## src/hw/rtl/lcsm_pkg.sv

```systemverilog
// ----------------------------------------------------------------------------
// lcsm_pkg
// Shared widths, limits and types for the LSTM cell state moment pipeline.
// ----------------------------------------------------------------------------
package lcsm_pkg;

  localparam int DATA_W     = 32;
  localparam int VAR_W      = DATA_W - 1;
  localparam int FRAC_BITS  = 16;
  localparam int PROD_W     = 2 * DATA_W;
  localparam int MAG_W      = PROD_W - FRAC_BITS;
  localparam int ACC_W      = DATA_W + 4;
  localparam int NUM_STAGES = 9;
  localparam int S_TDATA_W  = 288;
  localparam int M_TDATA_W  = 64;

  typedef logic signed [DATA_W-1:0] data_t;
  typedef logic [VAR_W-1:0]         var_t;
  typedef logic signed [ACC_W-1:0]  acc_t;
  typedef logic [NUM_STAGES:1]      stage_en_t;

  localparam data_t DATA_MAX = {1'b0, {(DATA_W-1){1'b1}}};
  localparam data_t DATA_MIN = {1'b1, {(DATA_W-1){1'b0}}};
  localparam var_t  VAR_MAX  = {VAR_W{1'b1}};

  localparam logic signed [PROD_W-1:0] ROUND_HALF = PROD_W'(1) << (FRAC_BITS - 1);
  localparam logic [MAG_W-1:0] MAG_NEG_LIM = MAG_W'(1) << (DATA_W - 1);
  localparam logic [MAG_W-1:0] MAG_POS_LIM = MAG_NEG_LIM - MAG_W'(1);

  localparam acc_t ACC_DATA_MAX = ACC_W'(DATA_MAX);
  localparam acc_t ACC_DATA_MIN = ACC_W'(DATA_MIN);
  localparam acc_t ACC_ZERO     = '0;

  typedef struct packed {
    data_t pvfmfm;
    data_t pvfv;
    data_t fvpmpm;
    data_t cvimim;
    data_t ivcv;
    data_t ivcmcm;
    data_t covcov;
    data_t covimcm;
    data_t fmpm;
    data_t imcm;
    data_t cov;
  } terms_t;

endpackage

```

## src/hw/rtl/lcsm_fmul.sv

```systemverilog
// ----------------------------------------------------------------------------
// lcsm_fmul
// Three-stage fixed-point multiplier: exact product, rounding half away from
// zero, then saturation to the signed data range.
// ----------------------------------------------------------------------------
module lcsm_fmul (
  input  logic           clk,
  input  logic [2:0]     en,
  input  lcsm_pkg::data_t a,
  input  lcsm_pkg::data_t b,
  output lcsm_pkg::data_t p
);
  import lcsm_pkg::*;

  logic signed [PROD_W-1:0] prod;
  logic [PROD_W-1:0]        rsum;
  logic                     neg;
  logic [MAG_W-1:0]         mag;

  always_comb begin
    if (prod[PROD_W-1]) begin
      rsum = ROUND_HALF - prod;
    end else begin
      rsum = prod + ROUND_HALF;
    end
  end

  always_ff @(posedge clk) begin
    if (en[0]) begin
      prod <= a * b;
    end
    if (en[1]) begin
      neg <= prod[PROD_W-1];
      mag <= rsum[PROD_W-1:FRAC_BITS];
    end
    if (en[2]) begin
      if (neg) begin
        if (mag >= MAG_NEG_LIM) begin
          p <= DATA_MIN;
        end else begin
          p <= -$signed(mag[DATA_W-1:0]);
        end
      end else begin
        if (mag > MAG_POS_LIM) begin
          p <= DATA_MAX;
        end else begin
          p <= $signed(mag[DATA_W-1:0]);
        end
      end
    end
  end

endmodule

```

## config.mk

```make
export PLATFORM = sky130hd
export DESIGN_NAME = lcsm_fmul
export DESIGN_NICKNAME = d
export VERILOG_FILES = /design/src/hw/rtl/lcsm_pkg.sv /design/src/hw/rtl/lcsm_fmul.sv
export SDC_FILE = /design/constraint.sdc
export NUM_CORES = 2
export LEC_CHECK = 0
export ABC_CLOCK_PERIOD_IN_PS = 11100
export BUFFER_PORTS_ARGS = -buffer_cell sky130_fd_sc_hd__buf_2
export CELL_PAD_IN_SITES_DETAIL_PLACEMENT = 1
export CELL_PAD_IN_SITES_GLOBAL_PLACEMENT = 1
export CORE_MARGIN = 4
export CORE_UTILIZATION = 53
export DETAILED_ROUTE_END_ITERATION = 6
export PLACE_DENSITY_LB_ADDON = 0.1
export SYNTH_ARGS = -nofsm -noshare
export SYNTH_HDL_FRONTEND = slang
export SYNTH_SLANG_ARGS = --single-unit
```

## constraint.sdc

```tcl
create_clock -name clk -period 11.1 [get_ports clk]
set_clock_uncertainty 0.05 [all_clocks]
set_input_delay 2.22 -clock clk [delete_from_list [all_inputs] [get_ports clk]]
set_output_delay 2.22 -clock clk [all_outputs]
set_load 0.01 [all_outputs]
```

==> run summary <==
======================================================================================
Width of the die                                                          294.2 microns
Final weighted congestion in routability-driven placement                       0.8794
Setup TNS after final layout                                                      0 ns
Result of the run                                                         finished clean
Setup Viol. Count Final                                                              0
Clock latency of the later-clocked register in the worst-skew pair             0.43 ns
Count of input and output buffers                                                   99
Slew at the pin closest to its max-slew limit                                 1.123 ns
Die footprint                                                              86540 sq um
Initial antenna violation count                                                      3
Area growth from synthesis to layout                                            4.234%
Deepest level of the CTS H-tree                                                      4
Core Region                                                                80810 sq um
CP startpoint kind                                                        primary input
Number of remaining DRC errors                                                       0
Initial cell density of the core                                                0.5372
Clk pin slew, worst setup/hold paths                                           0.06 ns
Crit Path Class                                                                 in2reg
Detailed placement HPWL                                                       103.1 mm
Tcrit/Tclk final                                                                0.9101
Via-to-Cell Ratio                                                                5.567
Hold WC Path Type                                                              reg2reg
Post-Syn Area per Cell                                                     9.565 sq um
Required time worst endpoint                                                  11.23 ns
Unrepaired setup endpoints after global routing                                     no
Drt first-iter violations                                                         1478
Master cell of the clock root buffer                                         clkbuf_16
Worst Setup Slack, final                                                     0.9974 ns
Number of nets produced by synthesis                                              5876
Most instantiated flip-flop cell in the synthesis netlist                     edfxtp_1
Number of cells in the finished layout apart from fillers                         5537
Clock sink count                                                                   145
Netlist Area Pre-Place                                                     43410 sq um
Wire length of the first global-routing pass                                  201.9 mm
FFs w/ async S/R, synth                                                              0
Pin count of the biggest net entering global routing                                86
Nets                                                                              5802
Top fanout value on the critical path                                               32
Post-CTS Repair Setup Buffers                                                        0
Cts bufs inserted                                                                   17
I/O pin total                                                                      100
GR Util All Layers                                                              0.2980
Kind of end point of the critical path                                        register
Post-place setup slack                                                       0.5248 ns
Routed WL per cell                                                        22.05 microns
Post-cts gate resize count                                                           0
Worst-case headroom to the max-slew limit                                       0.2517
Via count of the first global-routing pass                                       36570
Fmax                                                                         98.98 MHz
Maximum clock path buffer count                                                      2
Flop and latch count out of synthesis                                              145
Height of the die                                                         294.2 microns
Share of post-route cells with drive strength above 1                          0.04357
Post-Synthesis Cells                                                              4538
Via count                                                                        30820
Design area                                                                45250 sq um
Synthesis warning total                                                              0
Instance count after placement with tap cells included                            5505
TritonCTS clock tree                                                             built
Placed Area                                                                44650 sq um
Final critical-path required period                                           10.10 ns
Worst Path Arrival                                                            10.23 ns
Max-Cap Viols                                                                        0
Grt total ovfl                                                                       0
Sequential cell area fraction in the yosys report                               0.1003
First-pass iteration count of the detailed router                                    7
Final hold vios                                                                      0
Std-Cell Rows                                                                      104
Number of hold buffers added after cts                                               0
Total Routed Length                                                           122.1 mm
EDFF count, synth                                                                  145
Number of antenna-violating nets in the routed design                                0
Number of distinct standard cells referenced by the synthesized netlist             76
Final-report max-slew violation count                                                0
======================================================================================
==> critical path, cell delays in order <==
cell	delay, ns
buf_2	0.53
nand2_1	0.27
inv_1	0.16
fa_1	0.40
inv_1	0.27
fa_1	0.47
inv_1	0.22
fa_1	0.49
fa_1	0.65
inv_1	0.51
fa_1	0.52
inv_1	0.10
fa_1	0.41
fa_1	0.52
fa_1	0.43
ha_1	0.41
a21oi_1	0.25
o21bai_1	0.09
a21oi_1	0.19
o21ai_0	0.19
a31oi_1	0.27
o22ai_1	0.12
a21oi_1	0.23
a32oi_1	0.15
xnor2_1	0.14
==> worst paths after layout <==
check | from | to | slack [ns] | cells past startpoint
worst max-delay path | b[5] | prod[63] | 1.0 | 25
worst min register to register | prod[59] | mag[43] | 0.56 | 1
worst max register to register | prod[24] | mag[46] | 7.69 | 9
worst min-delay path | prod[59] | mag[43] | 0.56 | 1
==> cell usage after synthesis, types with 4 or more instances <==
library cell  count  area share
a211oi_1         13      0.0022
a21o_1           34      0.0059
a21oi_1          98       0.011
a221o_1           9      0.0021
a31o_2            4     0.00081
a31oi_1          17      0.0025
and2_1          490       0.071
and3_1           12      0.0017
and4_1           10      0.0020
clkbuf_1        228       0.020
edfxtp_1        145        0.10
fa_1           1082        0.50
ha_1            188       0.054
inv_1          1041       0.090
nand2_1         596       0.052
nand2b_1         11      0.0016
nand3_1          30      0.0035
nand4_1          23      0.0033
nor2_1          104      0.0090
nor2b_1           4     0.00058
nor3_1           29      0.0033
nor4_1           19      0.0027
o211ai_1          4     0.00069
o21a_1           17      0.0029
o21ai_0          73      0.0084
o21ai_1          10      0.0012
o21bai_1         13      0.0022
o22ai_1          10      0.0014
o311ai_0         19      0.0038
o31a_1            5      0.0010
o31ai_1           8      0.0014
or3_1             9      0.0013
or4_1             8      0.0014
xnor2_1          69       0.014
xor2_1           48      0.0097
==> metrics by stage <==
step	hold slack, ns	utilization
5_1_grt	0.5895	0.5599
3_5_place_dp	0.5517	0.5526
3_3_place_gp	0.5471	0.5526
6_report	0.5649	0.5599
2_1_floorplan	0.4167	-
4_1_cts	0.5669	0.5599
==> cell usage in the layout (no fill, tap or decap), types with 11 or more instances in the layout <==
cell type  Yosys  layout
o21a_1        17      17
inv_1       1041    1041
clkbuf_16      0      17
edfxtp_1     145     145
a21oi_1       98      98
o21bai_1      13      13
xor2_1        48      48
ha_1         188     188
nand4_1       23      23
nor4_1        19      19
a31oi_1       17      17
o311ai_0      19      19
a21o_1        34      34
nand2b_1      11      11
buf_4          3      42
o21ai_0       73      73
nand2_1      596     596
nand3_1       30      30
xnor2_1       69      69
and2_1       490     490
nor3_1        29      29
nor2_1       104     104
a211oi_1      13      13
and3_1        12      12
buf_2          2      99
fa_1        1082    1082
==> cells by family (layout without fill, tap and decap cells) <==
group / count (synthesis) / count (layout) / share of synthesized area
buffers and inverters: 1276 / 1214 / 0.1107
xor gates and xnor gates: 117 / 117 / 0.02361
AOI/OAI and AO/OA: 361 / 361 / 0.05347
and+or+nand+nor: 1367 / 1367 / 0.1583
other: 0 / 1 / 0
DFF: 145 / 145 / 0.1003
muxes: 2 / 2 / 0.0004612
adders and majority gates: 1270 / 1270 / 0.5532
==> registers in the layout (all words and copies together) (netlist names) <==
signal and count:
mag 48, neg 1, p 32, prod 64
==> per-layer routing <==
layer	part of all wire	up-vias	global-route usage
li1	-	13330	-
met1	0.41	16550	0.3775
met2	0.53	752	0.5492
met3	0.040	192	0.02868
met4	0.029	0	0.07911
met5	0	-	0
==> layout make-up <==
| class | instances | area [sq um] |
|---|---|---|
| timing repair buffer | 141 | 810.8 |
| tap | 1060 | 1326 |
| sequential | 145 | 4354 |
| inverter | 1042 | 3911 |
| multi-input combinational | 3117 | 34250 |
| clock buffer | 17 | 425.4 |
| antenna | 1 | 2.502 |
| clock inverter | 14 | 165.2 |
| fill | 9154 | 35560 |
Power is not shown: default switching activity piles up to over one toggle a cycle in this logic, so the estimate is an artifact.
