### src/hw/rtl/lcsm_pkg.sv
// ----------------------------------------------------------------------------
// lcsm_pkg
// Shared widths, limits and types for the LSTM cell state moment pipeline.
// ----------------------------------------------------------------------------
package lcsm_pkg;

  localparam int DATA_W     = 32;
  localparam int VAR_W      = DATA_W - 1;
  localparam int FRAC_BITS  = 16;
  localparam int PROD_W     = 2 * DATA_W;
  localparam int MAG_W      = PROD_W - FRAC_BITS;
  localparam int ACC_W      = DATA_W + 4;
  localparam int NUM_STAGES = 9;
  localparam int S_TDATA_W  = 288;
  localparam int M_TDATA_W  = 64;

  typedef logic signed [DATA_W-1:0] data_t;
  typedef logic [VAR_W-1:0]         var_t;
  typedef logic signed [ACC_W-1:0]  acc_t;
  typedef logic [NUM_STAGES:1]      stage_en_t;

  localparam data_t DATA_MAX = {1'b0, {(DATA_W-1){1'b1}}};
  localparam data_t DATA_MIN = {1'b1, {(DATA_W-1){1'b0}}};
  localparam var_t  VAR_MAX  = {VAR_W{1'b1}};

  localparam logic signed [PROD_W-1:0] ROUND_HALF = PROD_W'(1) << (FRAC_BITS - 1);
  localparam logic [MAG_W-1:0] MAG_NEG_LIM = MAG_W'(1) << (DATA_W - 1);
  localparam logic [MAG_W-1:0] MAG_POS_LIM = MAG_NEG_LIM - MAG_W'(1);

  localparam acc_t ACC_DATA_MAX = ACC_W'(DATA_MAX);
  localparam acc_t ACC_DATA_MIN = ACC_W'(DATA_MIN);
  localparam acc_t ACC_ZERO     = '0;

  typedef struct packed {
    data_t pvfmfm;
    data_t pvfv;
    data_t fvpmpm;
    data_t cvimim;
    data_t ivcv;
    data_t ivcmcm;
    data_t covcov;
    data_t covimcm;
    data_t fmpm;
    data_t imcm;
    data_t cov;
  } terms_t;

endpackage

### src/hw/rtl/lcsm_accum.sv
// ----------------------------------------------------------------------------
// lcsm_accum
// Three-stage adder tree for the mean and variance sums, with final clamping.
// ----------------------------------------------------------------------------
module lcsm_accum (
  input  logic             clk,
  input  logic [2:0]       en,
  input  lcsm_pkg::terms_t terms,
  output lcsm_pkg::data_t  mean,
  output lcsm_pkg::var_t   variance
);
  import lcsm_pkg::*;

  acc_t t0, t1, t2, t3, m0, cov1;
  acc_t u0, u1, m1;
  acc_t vsum;

  always_comb begin
    vsum = u0 + u1;
  end

  always_ff @(posedge clk) begin
    if (en[0]) begin
      t0   <= ACC_W'(terms.pvfmfm) + ACC_W'(terms.pvfv);
      t1   <= ACC_W'(terms.fvpmpm) + ACC_W'(terms.cvimim);
      t2   <= ACC_W'(terms.ivcv) + ACC_W'(terms.ivcmcm);
      t3   <= ACC_W'(terms.covcov) + (ACC_W'(terms.covimcm) <<< 1);
      m0   <= ACC_W'(terms.fmpm) + ACC_W'(terms.imcm);
      cov1 <= ACC_W'(terms.cov);
    end
    if (en[1]) begin
      u0 <= t0 + t1;
      u1 <= t2 + t3;
      m1 <= m0 + cov1;
    end
    if (en[2]) begin
      if (m1 > ACC_DATA_MAX) begin
        mean <= DATA_MAX;
      end else if (m1 < ACC_DATA_MIN) begin
        mean <= DATA_MIN;
      end else begin
        mean <= m1[DATA_W-1:0];
      end
      if (vsum < ACC_ZERO) begin
        variance <= '0;
      end else if (vsum > ACC_DATA_MAX) begin
        variance <= VAR_MAX;
      end else begin
        variance <= vsum[VAR_W-1:0];
      end
    end
  end

endmodule

### config.mk
export PLATFORM = sky130hd
export DESIGN_NAME = lcsm_accum
export DESIGN_NICKNAME = d
export VERILOG_FILES = /design/src/hw/rtl/lcsm_pkg.sv /design/src/hw/rtl/lcsm_accum.sv
export SDC_FILE = /design/constraint.sdc
export NUM_CORES = 1
export LEC_CHECK = 0
export BUFFER_PORTS_ARGS = -buffer_cell sky130_fd_sc_hd__buf_2
export CAP_MARGIN = 20
export CORE_MARGIN = 5
export CORE_UTILIZATION = 58
export CTS_BUF_LIST = sky130_fd_sc_hd__clkbuf_16
export DETAILED_ROUTE_END_ITERATION = 8
export GPL_TIMING_DRIVEN = 0
export HOLD_SLACK_MARGIN = 0.05
export PLACE_DENSITY = 0.92
export SYNTH_ARGS = -nofsm -noshare
export SYNTH_HDL_FRONTEND = slang
export SYNTH_SLANG_ARGS = --single-unit
export TNS_END_PERCENT = 50
### constraint.sdc
create_clock -name clk -period 4.4 [get_ports clk]
set_input_delay 0.88 -clock clk [delete_from_list [all_inputs] [get_ports clk]]
set_output_delay 0.88 -clock clk [all_outputs]
set_load 0.02 [all_outputs]
==> metrics.txt, run 1 <==
Critical Path Start=terms[288]; critical path class=in -> reg; post-synthesis sequential area ratio=0.426; syn_nets=3103; Pre-antenna DRT Iters=6; main area contributors after synthesis=edfxtp_1 43%, ha_1 14%, xnor2_1 5.4%, a21oi_1 3.8%, a21o_1 3.7%; synthesized area=0.0260 sq mm; Hold Path Stages=1; relative slew slack=0.328; fin util=0.684; hold_sp=terms[30]; Worst-Skew Late Latency=0.56 ns; async set or reset register ratio after synthesis=0; # clock sinks=369; CP cell instances=buf_2, ha_1, inv_1, fa_1, nor2b_1, o21ai_1, a211oi_1, or4_1, a21oi_1, o31a_1, a21oi_1, o21ai_1, o211a_1, o311ai_0; family with the most delay on the worst path=compound AO/OA/AOI/OAI gates; synth cell count leaders=369 x edfxtp_1, 295 x ha_1, 197 x a21oi_1; WP buf/inv=2; total wire length=just under 70000 microns; Final Setup Violations=0; CTS tree=built; largest net degree at the start of global routing=115; status=finished, final reports clean; worst r2r src=u1[1]; global-route wire length before repair=108000 microns; number of H-tree levels=2; die area=0.0492 sq mm; num rows=77; Hold/Removal Path Class=in -> reg; fin crit period=roughly 4.2 ns; GRT Util Overall=0.266; Yosys top cell area share=0.426; r2r setup slk=between 0.5 and 0.6 ns; Antenna Nets Post-Route=0; Critical Path Start Type=primary input; Initial Util=0.587; Nets=between 3000 and 4000; dpl cell area=0.0290 sq mm; Die W=222 microns; Avg WL per Cell=19.3 microns; Data arrival, critical path=4.37 ns; Max Root-Sink Buffers=3; Synth area leader=edfxtp_1; Post CTS Setup Buffer Count=0; mean post-synth cell area=10.7 sq um; Syn. warnings=0; hpwl dp=54200 microns; max frequency=241 MHz; most common cell in the netlist=edfxtp_1; RSZ-0062 raised after global routing=false; Remaining Overflow, GRT=0; CP Capture Type=register; final count of pins violating max slew=0; Register-to-Register Path Depth=12; Leak Pwr=13.2 nW; I/O Buffers=418; CP max FO=3; Final Skew=0.0115 ns; final estimated routing congestion in global placement=0.992; worst vdd ir=0.000343 V; Synth Flop Type=edfxtp_1; total power=15.8 mW; Die Height=222 microns; IO Count=419; Worst EP required=4.62 ns; maxcap violations=0; DRT iter0 DRCs=1903; ANT cells=0; period utilization=0.943; Netlist cell types=80; Final Hold Viols=0; antenna violations before repair=1; area delta synth->final=16.4%; CP max stage cell=o311ai_0; via count=21700; flops & latches, synth=approximately 370; vias in the first global route=21500; Hold Path Sink=cov1[30]; Core Area=around 0.044 sq mm; Cell Pwr Density=520 mW/mm^2; Post-synth EDFFs=between 300 and 400; Critical R2R Capture=variance[15]; final instance area=0.0303 sq mm; Worst path max stage delay=0.82 ns; Num CTS Buffers=41; Post-CTS Hold Buffers=0; drt drc=0; post-cts resize count=0; cell count after synthesis=2443; Clk pin slew, worst setup/hold paths=0.06 ns; actual slew at the worst max-slew pin=0.996 ns; vias per cell=slightly above 6; WP depth=14; ratio of cells with drive above 1 in the final layout=0.183; CTS Root Cell=clkbuf_16
[per-stage QoR]
stage,instances,hold WS (ns),setup slack [ns],setup TNS [ns]
after CTS,3531,0.458,0.384,0
after detailed placement,3456,0.518,-0.182,-0.182
after global routing,3531,0.459,0.145,0
after global placement,3453,0.515,-0.142,-0.142
final,3531,0.491,0.250,0
after floorplan,2443,0.510,0.893,0
[per-layer routing]
layer	vias to the layer above	global-route usage	wire [microns]
met5	-	0	13
li1	10300	-	-
met4	2	0.104	2940
met1	10100	0.327	26300
met3	191	0.0478	5470
met2	1078	0.468	33300
[cell usage in the layout, fill, tap and decap left out, types with 13 or more instances in the layout]
cell type / count
xnor2_1: 161
ha_1: 295
nand2_1: 104
a22oi_1: 32
a31oi_1: 23
nand4_1: 18
xor2_1: 75
a211oi_1: 23
or3_1: 24
nand3_1: 57
o211ai_1: 19
and3_1: 31
o21a_1: 81
inv_1: 109
nor2b_1: 40
edfxtp_1: 369
a21o_1: 130
nor3_1: 41
nor2_1: 164
clkbuf_1: 24
clkbuf_16: 43
nand2b_1: 37
a21oi_1: 197
o21bai_1: 38
o31ai_1: 13
buf_2: 420
o21ai_0: 105
and2_1: 21
[sequential cells by signal, indices dropped and copies added (netlist names)]
name,cells
t1,33
m0,33
m1,36
t2,33
t3,34
cov1,32
variance,31
mean,32
u1,36
t0,33
u0,36
[power breakdown]
group          total [mW]  switching [mW]  internal [mW]
Sequential           5.42           0.332           5.09
Clock                3.42            1.40           2.02
Combinational        6.92            4.09           2.83
Total                15.8            5.82           9.94
[layout make-up]
cell class,count,area [sq um]
multi-input cells,1938,14400
fillers,3196,14000
flip-flops and latches,369,11100
repair buffers,421,2180
clock buffers,43,1080
well taps,592,741
inverters,105,394
clock inverters,32,277
plain buffers,31,144
[kinds of logic after synthesis]
| group | count (synthesis) | share of synthesized area |
|---|---|---|
| compound gates | 813 | 0.213 |
| xor+xnor | 236 | 0.0794 |
| fa+ha+maj | 304 | 0.149 |
| buf+inv | 136 | 0.0207 |
| flops | 369 | 0.426 |
| mux | 3 | 0.00115 |
| simple gates | 582 | 0.111 |
[how the worst max path moves through the flow]
| stage | end | slack (ns) |
|---|---|---|
| after detailed placement | t0[30] | -0.18 |
| after floorplan | t1[34] | 0.89 |
| after CTS | t0[30] | 0.38 |
| after global routing | t1[34] | 0.15 |
| final | t0[30] | 0.25 |
| after global placement | t0[30] | -0.14 |
(Power assumes the default switching activity.)
==> run 2, diff against run 1 <==
--- a/config.mk
+++ b/config.mk
@@ -8,13 +8,12 @@
 export BUFFER_PORTS_ARGS = -buffer_cell sky130_fd_sc_hd__buf_2
 export CAP_MARGIN = 20
 export CORE_MARGIN = 5
-export CORE_UTILIZATION = 58
+export CORE_UTILIZATION = 53
 export CTS_BUF_LIST = sky130_fd_sc_hd__clkbuf_16
 export DETAILED_ROUTE_END_ITERATION = 8
 export GPL_TIMING_DRIVEN = 0
 export HOLD_SLACK_MARGIN = 0.05
-export PLACE_DENSITY = 0.92
+export PLACE_DENSITY = 0.89
 export SYNTH_ARGS = -nofsm -noshare
 export SYNTH_HDL_FRONTEND = slang
 export SYNTH_SLANG_ARGS = --single-unit
-export TNS_END_PERCENT = 50
==> constraint.sdc (replaced) <==
create_clock -name clk -period 3.6 [get_ports clk]
set_input_delay 0.72 -clock clk [delete_from_list [all_inputs] [get_ports clk]]
set_output_delay 0.72 -clock clk [all_outputs]
set_load 0.02 [all_outputs]
==> metrics.txt, run 2 (synthesis results as in run 1) <==
final count of pins violating max slew=0 (unchanged); via count=21100 (-2.4%); Met1 Wirelength=25300 microns (-4.1%); antenna violations before repair=0 (-1); Post-CTS Hold Buffers=0 (unchanged); vias in the first global route=20600 (-4.5%); Avg WL per Cell=17.9 microns (-7.1%); critical path class=reg -> reg; area delta synth->final=17.0%; FF+latch area=0.0111 sq mm (unchanged); hpwl dp=51500 microns (-4.9%); most common cell after layout, fill and taps aside=buf_2; Final Setup Violations=0 (unchanged); DR WL met3=4730 microns (-14%); CP max FO=10 (+7); top flop regs=m1 x36, u0 x36, u1 x36; placed cell count=3528 (+2.1%); DRT iter0 DRCs=1425 (-25%); Remaining Overflow, GRT=0 (unchanged); Antenna Nets Post-Route=0 (unchanged); # clock sinks=369 (unchanged); period utilization=0.968; Final Skew=0.0179 ns (+0.00634 ns); Nets=3568 (+0.028%); CP Capture Type=register; relative slew slack=0.460 (+0.133); I/O Buffers=418 (unchanged); # fillers=3750 (+17%); CTS tree=built; num rows=81 (+5.2%); CTS Root Cell=clkbuf_16; ANT cells=0 (unchanged); Initial Util=0.534 (-0.0534); vias per cell=5.87 (-4.3%); Num CTS Buffers=40 (-2.4%); status=finished, final reports clean; Worst-Skew Late Latency=0.55 ns (about the same); Worst EP required=3.85 ns (-0.77 ns); Cell Pwr Density=631 mW/mm^2 (+21%); Detail Route met2 WL=31600 microns (-5.0%); final std cells w/o fill=3601 (+2.0%); Hold/Removal Path Class=in -> reg; Core Area=0.0487 sq mm (+10%); Critical Path Start Type=register; Die W=232 microns (+4.4%); Max Root-Sink Buffers=3 (unchanged); actual slew at the worst max-slew pin=0.810 ns (-0.187 ns); Final Hold Viols=0 (unchanged); global-route wire length before repair=101000 microns (-6.6%); number of H-tree levels=2 (unchanged); Pre-antenna DRT Iters=8 (+2); Clk pin slew, worst setup/hold paths=0.06 ns (about the same); final estimated routing congestion in global placement=0.977 (-1.5%); fin crit period=approximately 3.5 ns; GRT Util Overall=0.231 (-0.0351); total power=19.2 mW (+22%); RSZ-0062 raised after global routing=true; largest net degree at the start of global routing=109 (-5.2%); max layer used=met4; Leak Pwr=13.3 nW (+0.17%); Multi-input gate area=0.0145 sq mm (+0.40%); total wire length=64500 microns (-5.2%); most frequent cells in the layout=417 x buf_2, 369 x edfxtp_1, 293 x ha_1, 195 x a21oi_1, 164 x nor2_1; max frequency=287 MHz; ratio of cells with drive above 1 in the final layout=0.185 (+0.00183); drt drc=0 (unchanged); worst vdd ir=0.000348 V (+1.6%); die area=0.0536 sq mm (+9.0%); IO Count=419 (unchanged); Die Height=232 microns (+4.4%); Data arrival, critical path=3.74 ns (-0.63 ns); maxcap violations=0 (unchanged)
run 2: changes by cell type in the layout (fill, tap and decap cells not counted), sizes merged:
cell,change
bufinv,+3
clkinvlp,-2
clkinv,-3
run 2: through the flow:
step | hold WS, ns | TNS, ns | setup slack (ns) | utilization | cell area (sq um)
floorplan | 0.510 | 0 | 0.253 | - | 26000
global placement | 0.517 | -125.68 | -0.632 | 0.594 | 29000
detailed placement | 0.519 | -6.66 | -0.581 | 0.596 | 29000
finish | 0.357 | 0 | 0.114 | 0.625 | 30500
CTS | 0.314 | 0 | 0.0395 | 0.624 | 30400
global route | 0.333 | -0.131 | -0.0315 | 0.625 | 30500
run 2: cell type report:
class	count	area share
Clock inverter	30	0.0103
Inverter	105	0.0129
Multi-Input combinational cell	1938	0.475
Sequential cell	369	0.364
Clock buffer	41	0.0337
Timing Repair Buffer	423	0.0720
Tap cell	664	0.0273
Buffer	31	0.00497
run 2: routing by layer:
layer,vias up,track usage
li1,10300,-
met5,-,0
met4,0,0.0973
met3,170,0.0347
met2,903,0.410
met1,9784,0.282
run 2: path summary, 6_finish.rpt:
check / start / endpoint / slack [ns] / depth (start not counted)
setup / recovery: u1[12] / variance[8] / 0.11 / 11
hold / removal: terms[30] / cov1[30] / 0.36 / 1
setup reg to reg: u1[12] / variance[8] / 0.11 / 11
hold reg to reg: m1[30] / mean[30] / 0.54 / 1
run 2: power breakdown:
group / internal [mW] / leakage [nW] / switching (mW)
clock: 2.56 / 0.683 / 1.63
sequential: 6.22 / 3.62 / 0.397
combinational: 3.51 / 8.97 / 4.92
total: 12.3 / 13.3 / 6.95
run 2: what timing repair did:
action	4_1_cts	5_1_grt
pin swaps	1	1
endpoints found under the setup margin	33	45
buffers inserted	1	1
gates cloned	0	0
gates resized for setup	3	20
run 2: critical path: stages, from the launching register on:
cell	delay (ns)
edfxtp_1	0.41
ha_2	0.41
and3_1	0.18
and3_1	0.24
nand4b_1	0.24
a21o_1	0.26
a31oi_2	0.27
o21ai_1	0.15
a21oi_1	0.24
mux2i_2	0.38
clkbuf_4	0.28
a22oi_1	0.13
