File: config.mk
export PLATFORM = sky130hd
export DESIGN_NAME = lcsm_delay
export DESIGN_NICKNAME = d
export VERILOG_FILES = /design/src/hw/rtl/lcsm_pkg.sv /design/src/hw/rtl/lcsm_delay.sv
export SDC_FILE = /design/constraint.sdc
export NUM_CORES = 1
export LEC_CHECK = 0
export ABC_AREA = 1
export BUFFER_PORTS_ARGS = -buffer_cell sky130_fd_sc_hd__buf_2
export CAP_MARGIN = 20
export CORE_MARGIN = 2
export CORE_UTILIZATION = 25
export CTS_CLUSTER_DIAMETER = 80
export CTS_CLUSTER_SIZE = 10
export DETAILED_ROUTE_END_ITERATION = 8
export PLACE_DENSITY = 0.46
export SLEW_MARGIN = 20
export SYNTH_ARGS = -nofsm -noshare
export SYNTH_HDL_FRONTEND = slang
export SYNTH_SLANG_ARGS = --single-unit
File: constraint.sdc
create_clock -name clk -period 1.4 [get_ports clk]
set_clock_uncertainty 0.2 [all_clocks]
set_input_delay 0.35 -clock clk [delete_from_list [all_inputs] [get_ports clk]]
set_output_delay 0.35 -clock clk [all_outputs]
set_load 0.01 [all_outputs]
File: src/hw/rtl/lcsm_pkg.sv
// ----------------------------------------------------------------------------
// lcsm_pkg
// Shared widths, limits and types for the LSTM cell state moment pipeline.
// ----------------------------------------------------------------------------
package lcsm_pkg;

  localparam int DATA_W     = 32;
  localparam int VAR_W      = DATA_W - 1;
  localparam int FRAC_BITS  = 16;
  localparam int PROD_W     = 2 * DATA_W;
  localparam int MAG_W      = PROD_W - FRAC_BITS;
  localparam int ACC_W      = DATA_W + 4;
  localparam int NUM_STAGES = 9;
  localparam int S_TDATA_W  = 288;
  localparam int M_TDATA_W  = 64;

  typedef logic signed [DATA_W-1:0] data_t;
  typedef logic [VAR_W-1:0]         var_t;
  typedef logic signed [ACC_W-1:0]  acc_t;
  typedef logic [NUM_STAGES:1]      stage_en_t;

  localparam data_t DATA_MAX = {1'b0, {(DATA_W-1){1'b1}}};
  localparam data_t DATA_MIN = {1'b1, {(DATA_W-1){1'b0}}};
  localparam var_t  VAR_MAX  = {VAR_W{1'b1}};

  localparam logic signed [PROD_W-1:0] ROUND_HALF = PROD_W'(1) << (FRAC_BITS - 1);
  localparam logic [MAG_W-1:0] MAG_NEG_LIM = MAG_W'(1) << (DATA_W - 1);
  localparam logic [MAG_W-1:0] MAG_POS_LIM = MAG_NEG_LIM - MAG_W'(1);

  localparam acc_t ACC_DATA_MAX = ACC_W'(DATA_MAX);
  localparam acc_t ACC_DATA_MIN = ACC_W'(DATA_MIN);
  localparam acc_t ACC_ZERO     = '0;

  typedef struct packed {
    data_t pvfmfm;
    data_t pvfv;
    data_t fvpmpm;
    data_t cvimim;
    data_t ivcv;
    data_t ivcmcm;
    data_t covcov;
    data_t covimcm;
    data_t fmpm;
    data_t imcm;
    data_t cov;
  } terms_t;

endpackage

File: src/hw/rtl/lcsm_delay.sv
// ----------------------------------------------------------------------------
// lcsm_delay
// Register line that carries operands alongside the arithmetic stages.
// ----------------------------------------------------------------------------
module lcsm_delay #(
  parameter int WIDTH = 32,
  parameter int DEPTH = 3
) (
  input  logic             clk,
  input  logic [DEPTH-1:0] en,
  input  logic [WIDTH-1:0] d,
  output logic [WIDTH-1:0] q
);
  import lcsm_pkg::*;

  logic [WIDTH-1:0] line [DEPTH];

  always_ff @(posedge clk) begin
    if (en[0]) begin
      line[0] <= d;
    end
    for (int j = 1; j < DEPTH; j++) begin
      if (en[j]) begin
        line[j] <= line[j-1];
      end
    end
  end

  assign q = line[DEPTH-1];

endmodule

==> results of run 1 <==
## cells in the final DEF, fill, tap and decap left out, drive strengths merged
cell type,count
edfxtp,96
buf,70
dlygate4sd3,27
clkbuf,9
clkinv,3
bufinv,2
## per-stage QoR
step	utilization (%)	total power, mW	hold WS [ns]	setup TNS (ns)	instance area, um2
after floorplan	-	3.59	0.200	0	3120
after global placement	28.8	3.72	0.200	0	3490
after detailed placement	28.8	3.72	0.205	0	3490
after CTS	33.3	6.21	0.00192	-0.679	4030
after global routing	33.5	6.38	-0.00435	-1.15	4060
final	33.5	6.12	0.0161	-0.135	4060
## worst min path at each step
stage	startpoint	to	slack, ns	cells past startpoint
floorplan	line[0][0]$_DFFE_PP_	line[0][32]$_DFFE_PP_	0.20	0
global placement	line[0][55]$_DFFE_PP_	line[0][87]$_DFFE_PP_	0.20	0
detailed placement	line[0][13]$_DFFE_PP_	line[0][45]$_DFFE_PP_	0.20	0
CTS	d[21]	line[0][21]$_DFFE_PP_	0.002	1
global route	d[17]	line[0][17]$_DFFE_PP_	-0.004	1
finish	d[17]	line[0][17]$_DFFE_PP_	0.02	1
## routing by layer
metal | GRT usage, % | vias to the layer above
li1 | - | 604
met1 | 6.30 | 581
met2 | 12.8 | 32
met3 | 3.66 | 4
met4 | 2.62 | 0
met5 | 0 | -
## logic make-up (layout without fill, tap and decap cells)
family	Yosys count	count (layout)	share of synthesized area (%)
buffers and inverters	32	111	7.69
flip-flops	96	96	92.3
## what timing repair did
item                                    4_1_cts  5_1_grt
resized for setup                             0        0
pin swaps                                     0        0
gates cloned                                  0        0
hold buffers                                 24        3
endpoints found under the setup margin       21       32
hold endpoints to repair                     24        3
## where the power goes
part / internal, mW / total [mW] / switching [mW]
Clock: 1.53 / 2.41 / 0.882
Combinational: 0.135 / 0.262 / 0.127
Sequential: 3.40 / 3.45 / 0.0478
Total: 5.06 / 6.12 / 1.06
## final cells by class
class | count | area, um2
Fill cell | 1189 | 8050
Clock buffer | 9 | 225
Sequential cell | 96 | 2880
Tap cell | 168 | 210
Timing Repair Buffer | 97 | 666
Clock inverter | 5 | 73.8
==> flow_metrics.env, run 1 <==
export IMPL_die_area_um2=13400
export IMPL_wl_met3_um=207
export IMPL_multi_input_comb_area_um2=0
export IMPL_clock_sinks=96
export IMPL_worst_slack_ns=-0.0315
export IMPL_regMostFlops="line"
export IMPL_grt_max_degree=33
export IMPL_finalWirelength_um=4340
export IMPL_synth_area_leaders="edfxtp_1 (92%), buf_4 (7.7%)"
export IMPL_ys_seq_area_share_pct=92.3
export IMPL_critical_path_endpoint_type="primary output"
export IMPL_largestRegisters="line: 96 flops"
export IMPL_cts_max_level=3
export IMPL_yosysMostFrequentCell="edfxtp_1"
export IMPL_setup_violations=10
export IMPL_synthTopCellsByCount="edfxtp_1 (96), buf_4 (32)"
export IMPL_synth_cell_type_count=2
export IMPL_syn_cell_area_um2=3120
export IMPL_vdd_ir_drop_max_mv=0.738
export IMPL_cp_top_family="flip-flops"
export IMPL_maxCapViolCount=0
export IMPL_reg2reg_slack_ns=0.56
export IMPL_power_leakage_nw=1.49
export IMPL_synth_net_count=164
export IMPL_startpoint_type="flip-flop"
export IMPL_largest_register_ffs=96
export IMPL_cts_tree="yes"
export IMPL_worstPathRequired_ns=0.85
export IMPL_relSlewSlack_pct=88.2
export IMPL_drive_above_1_share_pct=40.1
export IMPL_dp_cells=334
export IMPL_critical_path_class="reg2out"
export IMPL_fp_dieW_um=116
export IMPL_startpoint="line[0][79]$_DFFE_PP_"
export IMPL_fmax_mhz=699
export IMPL_hp_class="in2reg"
export IMPL_grt_pass1_wl_um=6440
export IMPL_grt_pass1_vias=1263
export IMPL_synth_edf_count=96
export IMPL_initial_core_util_pct=25.8
export IMPL_crit_arrival_ns=0.88
export IMPL_power_density_nw_per_um2=1510
export IMPL_dr_first_iter_drc_count=35
export IMPL_std_cell_rows=40
export IMPL_synth_top_cell_area_share_pct=92.3
export IMPL_avgRoutedWirePerCell_um=11.6
export IMPL_drc=0
export IMPL_wl_met2_um=2580
export IMPL_synth_top_area_cell="edfxtp_1"
export IMPL_grt_ovfl_total=0
export IMPL_ioPinCount=68
export IMPL_viasPerCell=3.26
export IMPL_synthArstFlopShare_pct=0
export IMPL_wl_met1_um=1480
export IMPL_dr_max_layer_used="met4"
export IMPL_r2r_cells=0
export IMPL_slowest_delay_ns=0.40
export IMPL_hold_viol_final=0
export IMPL_cts_setup_buffers=0
export IMPL_dpl_worst_slack_ns=0.219
export IMPL_num_antenna_cells=0
export IMPL_clk_latency_ns=0.32
export IMPL_portBuffers=67
export IMPL_syn_inst=128
export IMPL_crit_fanout=1
export IMPL_syn_avg_cell_area_um2=24.4
export IMPL_finalNonFillerCells=375
export IMPL_grt_antenna_before_repair=0
export IMPL_critPathCapture="q[15]"
export IMPL_fin_crit_sh_pct=102
export IMPL_cp_cell_sequence="buf_2"
export IMPL_cts_buffers=9
export IMPL_layout_nets=240
export IMPL_synth_yosys_warnings=0
export IMPL_cts_buffer_depth=2
export IMPL_critical_path_depth=1
export IMPL_cp_slowest_cell="edfxtp_1"
export IMPL_syn2layout_area_growth_pct=29.9
export IMPL_place_congestion=0.615
export IMPL_clk_pin_slew_ns=0.06
export IMPL_synth_seq_cells=96
export IMPL_reg2reg_to="line[0][65]$_DFFE_PP_"
export IMPL_clockRootBuffer="clkbuf_16"
export IMPL_cp_buffers_inverters=1
export IMPL_status="complete, but fails checks"
export IMPL_fp_coreArea_um2=12100
export IMPL_rsz0062_at_grt="yes"
export IMPL_violations="setup timing"
export IMPL_vias=1221
export IMPL_slew_violations=0
export IMPL_antenna_left=0
export IMPL_min_period_ns=1.43
export IMPL_synth_flop_cell="edfxtp_1"
export IMPL_worst_pin_slew_ns=0.177
export IMPL_first_pass_iters=3
export IMPL_grt_total_usage_pct=6.90
export IMPL_rr_startpoint="line[0][33]$_DFFE_PP_"
export IMPL_die_h_um=116
export IMPL_num_multi_input_gates=0
Power figures use the tool's default switching activity.
==> run 2, diff against run 1 <==
--- a/config.mk
+++ b/config.mk
@@ -9,11 +9,11 @@
 export BUFFER_PORTS_ARGS = -buffer_cell sky130_fd_sc_hd__buf_2
 export CAP_MARGIN = 20
 export CORE_MARGIN = 2
-export CORE_UTILIZATION = 25
+export CORE_UTILIZATION = 50
 export CTS_CLUSTER_DIAMETER = 80
 export CTS_CLUSTER_SIZE = 10
 export DETAILED_ROUTE_END_ITERATION = 8
-export PLACE_DENSITY = 0.46
+export PLACE_DENSITY = 0.77
 export SLEW_MARGIN = 20
 export SYNTH_ARGS = -nofsm -noshare
 export SYNTH_HDL_FRONTEND = slang
==> constraint.sdc (replaced) <==
create_clock -name clk -period 1.4 [get_ports clk]
set_clock_uncertainty 0.2 [all_clocks]
set_input_delay 0.28 -clock clk [delete_from_list [all_inputs] [get_ports clk]]
set_output_delay 0.28 -clock clk [all_outputs]
set_load 0.01 [all_outputs]
==> run 2 against run 1 <==
  * The run now ends clean
  * Sequential cell count unchanged
  * Register-to-register slack about the same
  * Sequential power about the same
  * Combinational power grew 4%
  * Global-route usage is 5.4 points higher
  * Via count rose by 2.9%
  * Non-clock buffer count up 5
  * Sequential share of layout area increased by 4.2 points
  * Worst hold slack better by 0.17 ns
  * First-iteration DRC count is 100% higher
  * Critical path type unchanged
  * Critical endpoint is now q[2]
  * Largest power group unchanged
==> flow_metrics.env, run 2 (same netlist as run 1, synthesis figures left out) <==
export IMPL_status="completed"
export IMPL_ioPinCount=68
export IMPL_critical_path_class="reg2out"
export IMPL_critPathCapture="q[2]"
export IMPL_antenna_left=0
export IMPL_viasPerCell=4.40
export IMPL_cp_top_family="flip-flops"
export IMPL_rr_startpoint="line[0][33]$_DFFE_PP_"
export IMPL_finalSetupTns_ns=0
export IMPL_dr_first_iter_drc_count=71
export IMPL_die_area_um2=6890
export IMPL_initial_core_util_pct=52.1
export IMPL_critical_path_endpoint_type="primary output"
export IMPL_drc=0
export IMPL_fp_dieW_um=83.0
export IMPL_num_multi_input_gates=0
export IMPL_dp_cells=241
export IMPL_final_common_cell="edfxtp_1"
export IMPL_syn2layout_area_growth_pct=22.7
export IMPL_grt_pass1_wl_um=6240
export IMPL_grt_antenna_before_repair=0
export IMPL_grt_total_usage_pct=12.3
export IMPL_clock_sinks=96
export IMPL_rsz0062_at_grt="yes"
export IMPL_cts_tree="yes"
export IMPL_fp_coreArea_um2=5990
export IMPL_worst_pin_slew_ns=0.177
export IMPL_std_cell_rows=28
export IMPL_cp_buffers_inverters=1
export IMPL_cts_buffer_depth=2
export IMPL_maxCapViolCount=0
export IMPL_power_leakage_nw=1.44
export IMPL_largest_register_ffs=96
export IMPL_crit_arrival_ns=0.90
export IMPL_layout_nets=245
export IMPL_reg2reg_slack_ns=0.55
export IMPL_fill_cells=395
export IMPL_setup_violations=0
export IMPL_relSlewSlack_pct=88.2
export IMPL_whs_ns=0.187
export IMPL_power_density_nw_per_um2=1330
export IMPL_num_antenna_cells=0
export IMPL_cts_max_level=3
export IMPL_slew_violations=0
export IMPL_multi_input_comb_area_um2=0
export IMPL_hold_depth=2
export IMPL_cp_cell_sequence="buf_2"
export IMPL_clk_pin_slew_ns=0.07
export IMPL_first_pass_iters=4
export IMPL_vdd_ir_drop_max_mv=0.851
export IMPL_regMostFlops="line"
export IMPL_grt_pass1_vias=1349
export IMPL_worstPathRequired_ns=0.92
export IMPL_power_mw=5.08
export IMPL_avgRoutedWirePerCell_um=13.8
export IMPL_hold_viol_final=0
export IMPL_reg2reg_to="line[0][65]$_DFFE_PP_"
export IMPL_cts_buffers=9
export IMPL_cp_slowest_cell="edfxtp_1"
export IMPL_vias=1257
export IMPL_finalNonFillerCells=286
export IMPL_clockRootBuffer="clkbuf_8"
export IMPL_grt_ovfl_total=0
export IMPL_clk_latency_ns=0.33
export IMPL_startpoint="line[0][66]$_DFFE_PP_"
export IMPL_layout_common_cells="edfxtp_1 (96), buf_2 (67), dlygate4sd3_1 (32), clkbuf_8 (9), buf_12 (3)"
export IMPL_grt_max_degree=33
export IMPL_finalWirelength_um=3940
export IMPL_crit_fanout=1
export IMPL_critical_path_depth=1
export IMPL_cts_resized=0
export IMPL_slowest_delay_ns=0.41
export IMPL_hp_class="in2reg"
export IMPL_startpoint_type="flip-flop"
export IMPL_place_congestion=0.655
export IMPL_min_period_ns=1.38
export IMPL_fmax_mhz=725
export IMPL_r2r_cells=0
export IMPL_drive_above_1_share_pct=37.9
export IMPL_fin_crit_sh_pct=98.6
export IMPL_portBuffers=67
export IMPL_largestRegisters="line: 96 flops"
export IMPL_die_h_um=83.0
==> run 2: cell types whose count changed in the layout (fill, tap and decap cells not counted) <==
| cell | delta |
|---|---|
| bufinv_16 | -2 |
| clkbuf_1 | +1 |
| clkbuf_16 | -9 |
| clkbuf_8 | +9 |
| clkinv_1 | +1 |
| clkinv_2 | -1 |
| dlygate4sd3_1 | +5 |
==> run 2: worst min path at each step <==
| stage | startpoint | to | slack, ns |
|---|---|---|---|
| after floorplan | d[0] | line[0][0]$_DFFE_PP_ | 0.18 |
| final | en[2] | line[0][73]$_DFFE_PP_ | 0.19 |
| after CTS | en[2] | line[0][84]$_DFFE_PP_ | 0.18 |
| after global routing | en[2] | line[0][68]$_DFFE_PP_ | 0.20 |
| after global placement | line[0][3]$_DFFE_PP_ | line[0][35]$_DFFE_PP_ | 0.20 |
| after detailed placement | line[0][5]$_DFFE_PP_ | line[0][37]$_DFFE_PP_ | 0.20 |
==> run 2: layout make-up <==
type,instances,area [um2],share of cell area [%]
Sequential cell,96,2880,75.2
Timing Repair Buffer,102,716,18.7
Clock buffer,10,128,3.33
Tap cell,75,93.8,2.45
Clock inverter,3,12.5,0.326
==> run 2: report_power, final <==
part           internal (mW)  switching (mW)  total (mW)
combinational          0.144           0.128       0.273
clock                  0.601           0.766        1.37
sequential              3.39          0.0471        3.44
==> run 2: what timing repair did <==
action / CTS / global route
endpoints found under the hold margin: 32 / 0
buffers inserted: 0 / 0
hold buffers: 32 / 0
endpoints found under the setup margin: 0 / 1
==> run 2: metal layers <==
metal | vias to the layer above | part of all wire (%) | global-route usage, % | routed length, um
li1 | 612 | - | - | -
met5 | - | 0 | 0 | 0
met4 | 0 | 3.9 | 9.39 | 155
met3 | 13 | 5.5 | 3.78 | 218
met1 | 586 | 39 | 14.4 | 1530
met2 | 46 | 52 | 19.1 | 2030
==> run 2: through the flow <==
stage | setup slack (ns) | utilization [%] | instance area [um2]
6_report | 0.0201 | 64.0 | 3830
3_3_place_gp | 0.299 | 56.3 | 3370
5_1_grt | -0.00459 | 64.0 | 3830
4_1_cts | 0.0162 | 64.0 | 3830
2_1_floorplan | 0.444 | - | 3120
3_5_place_dp | 0.278 | 56.3 | 3370
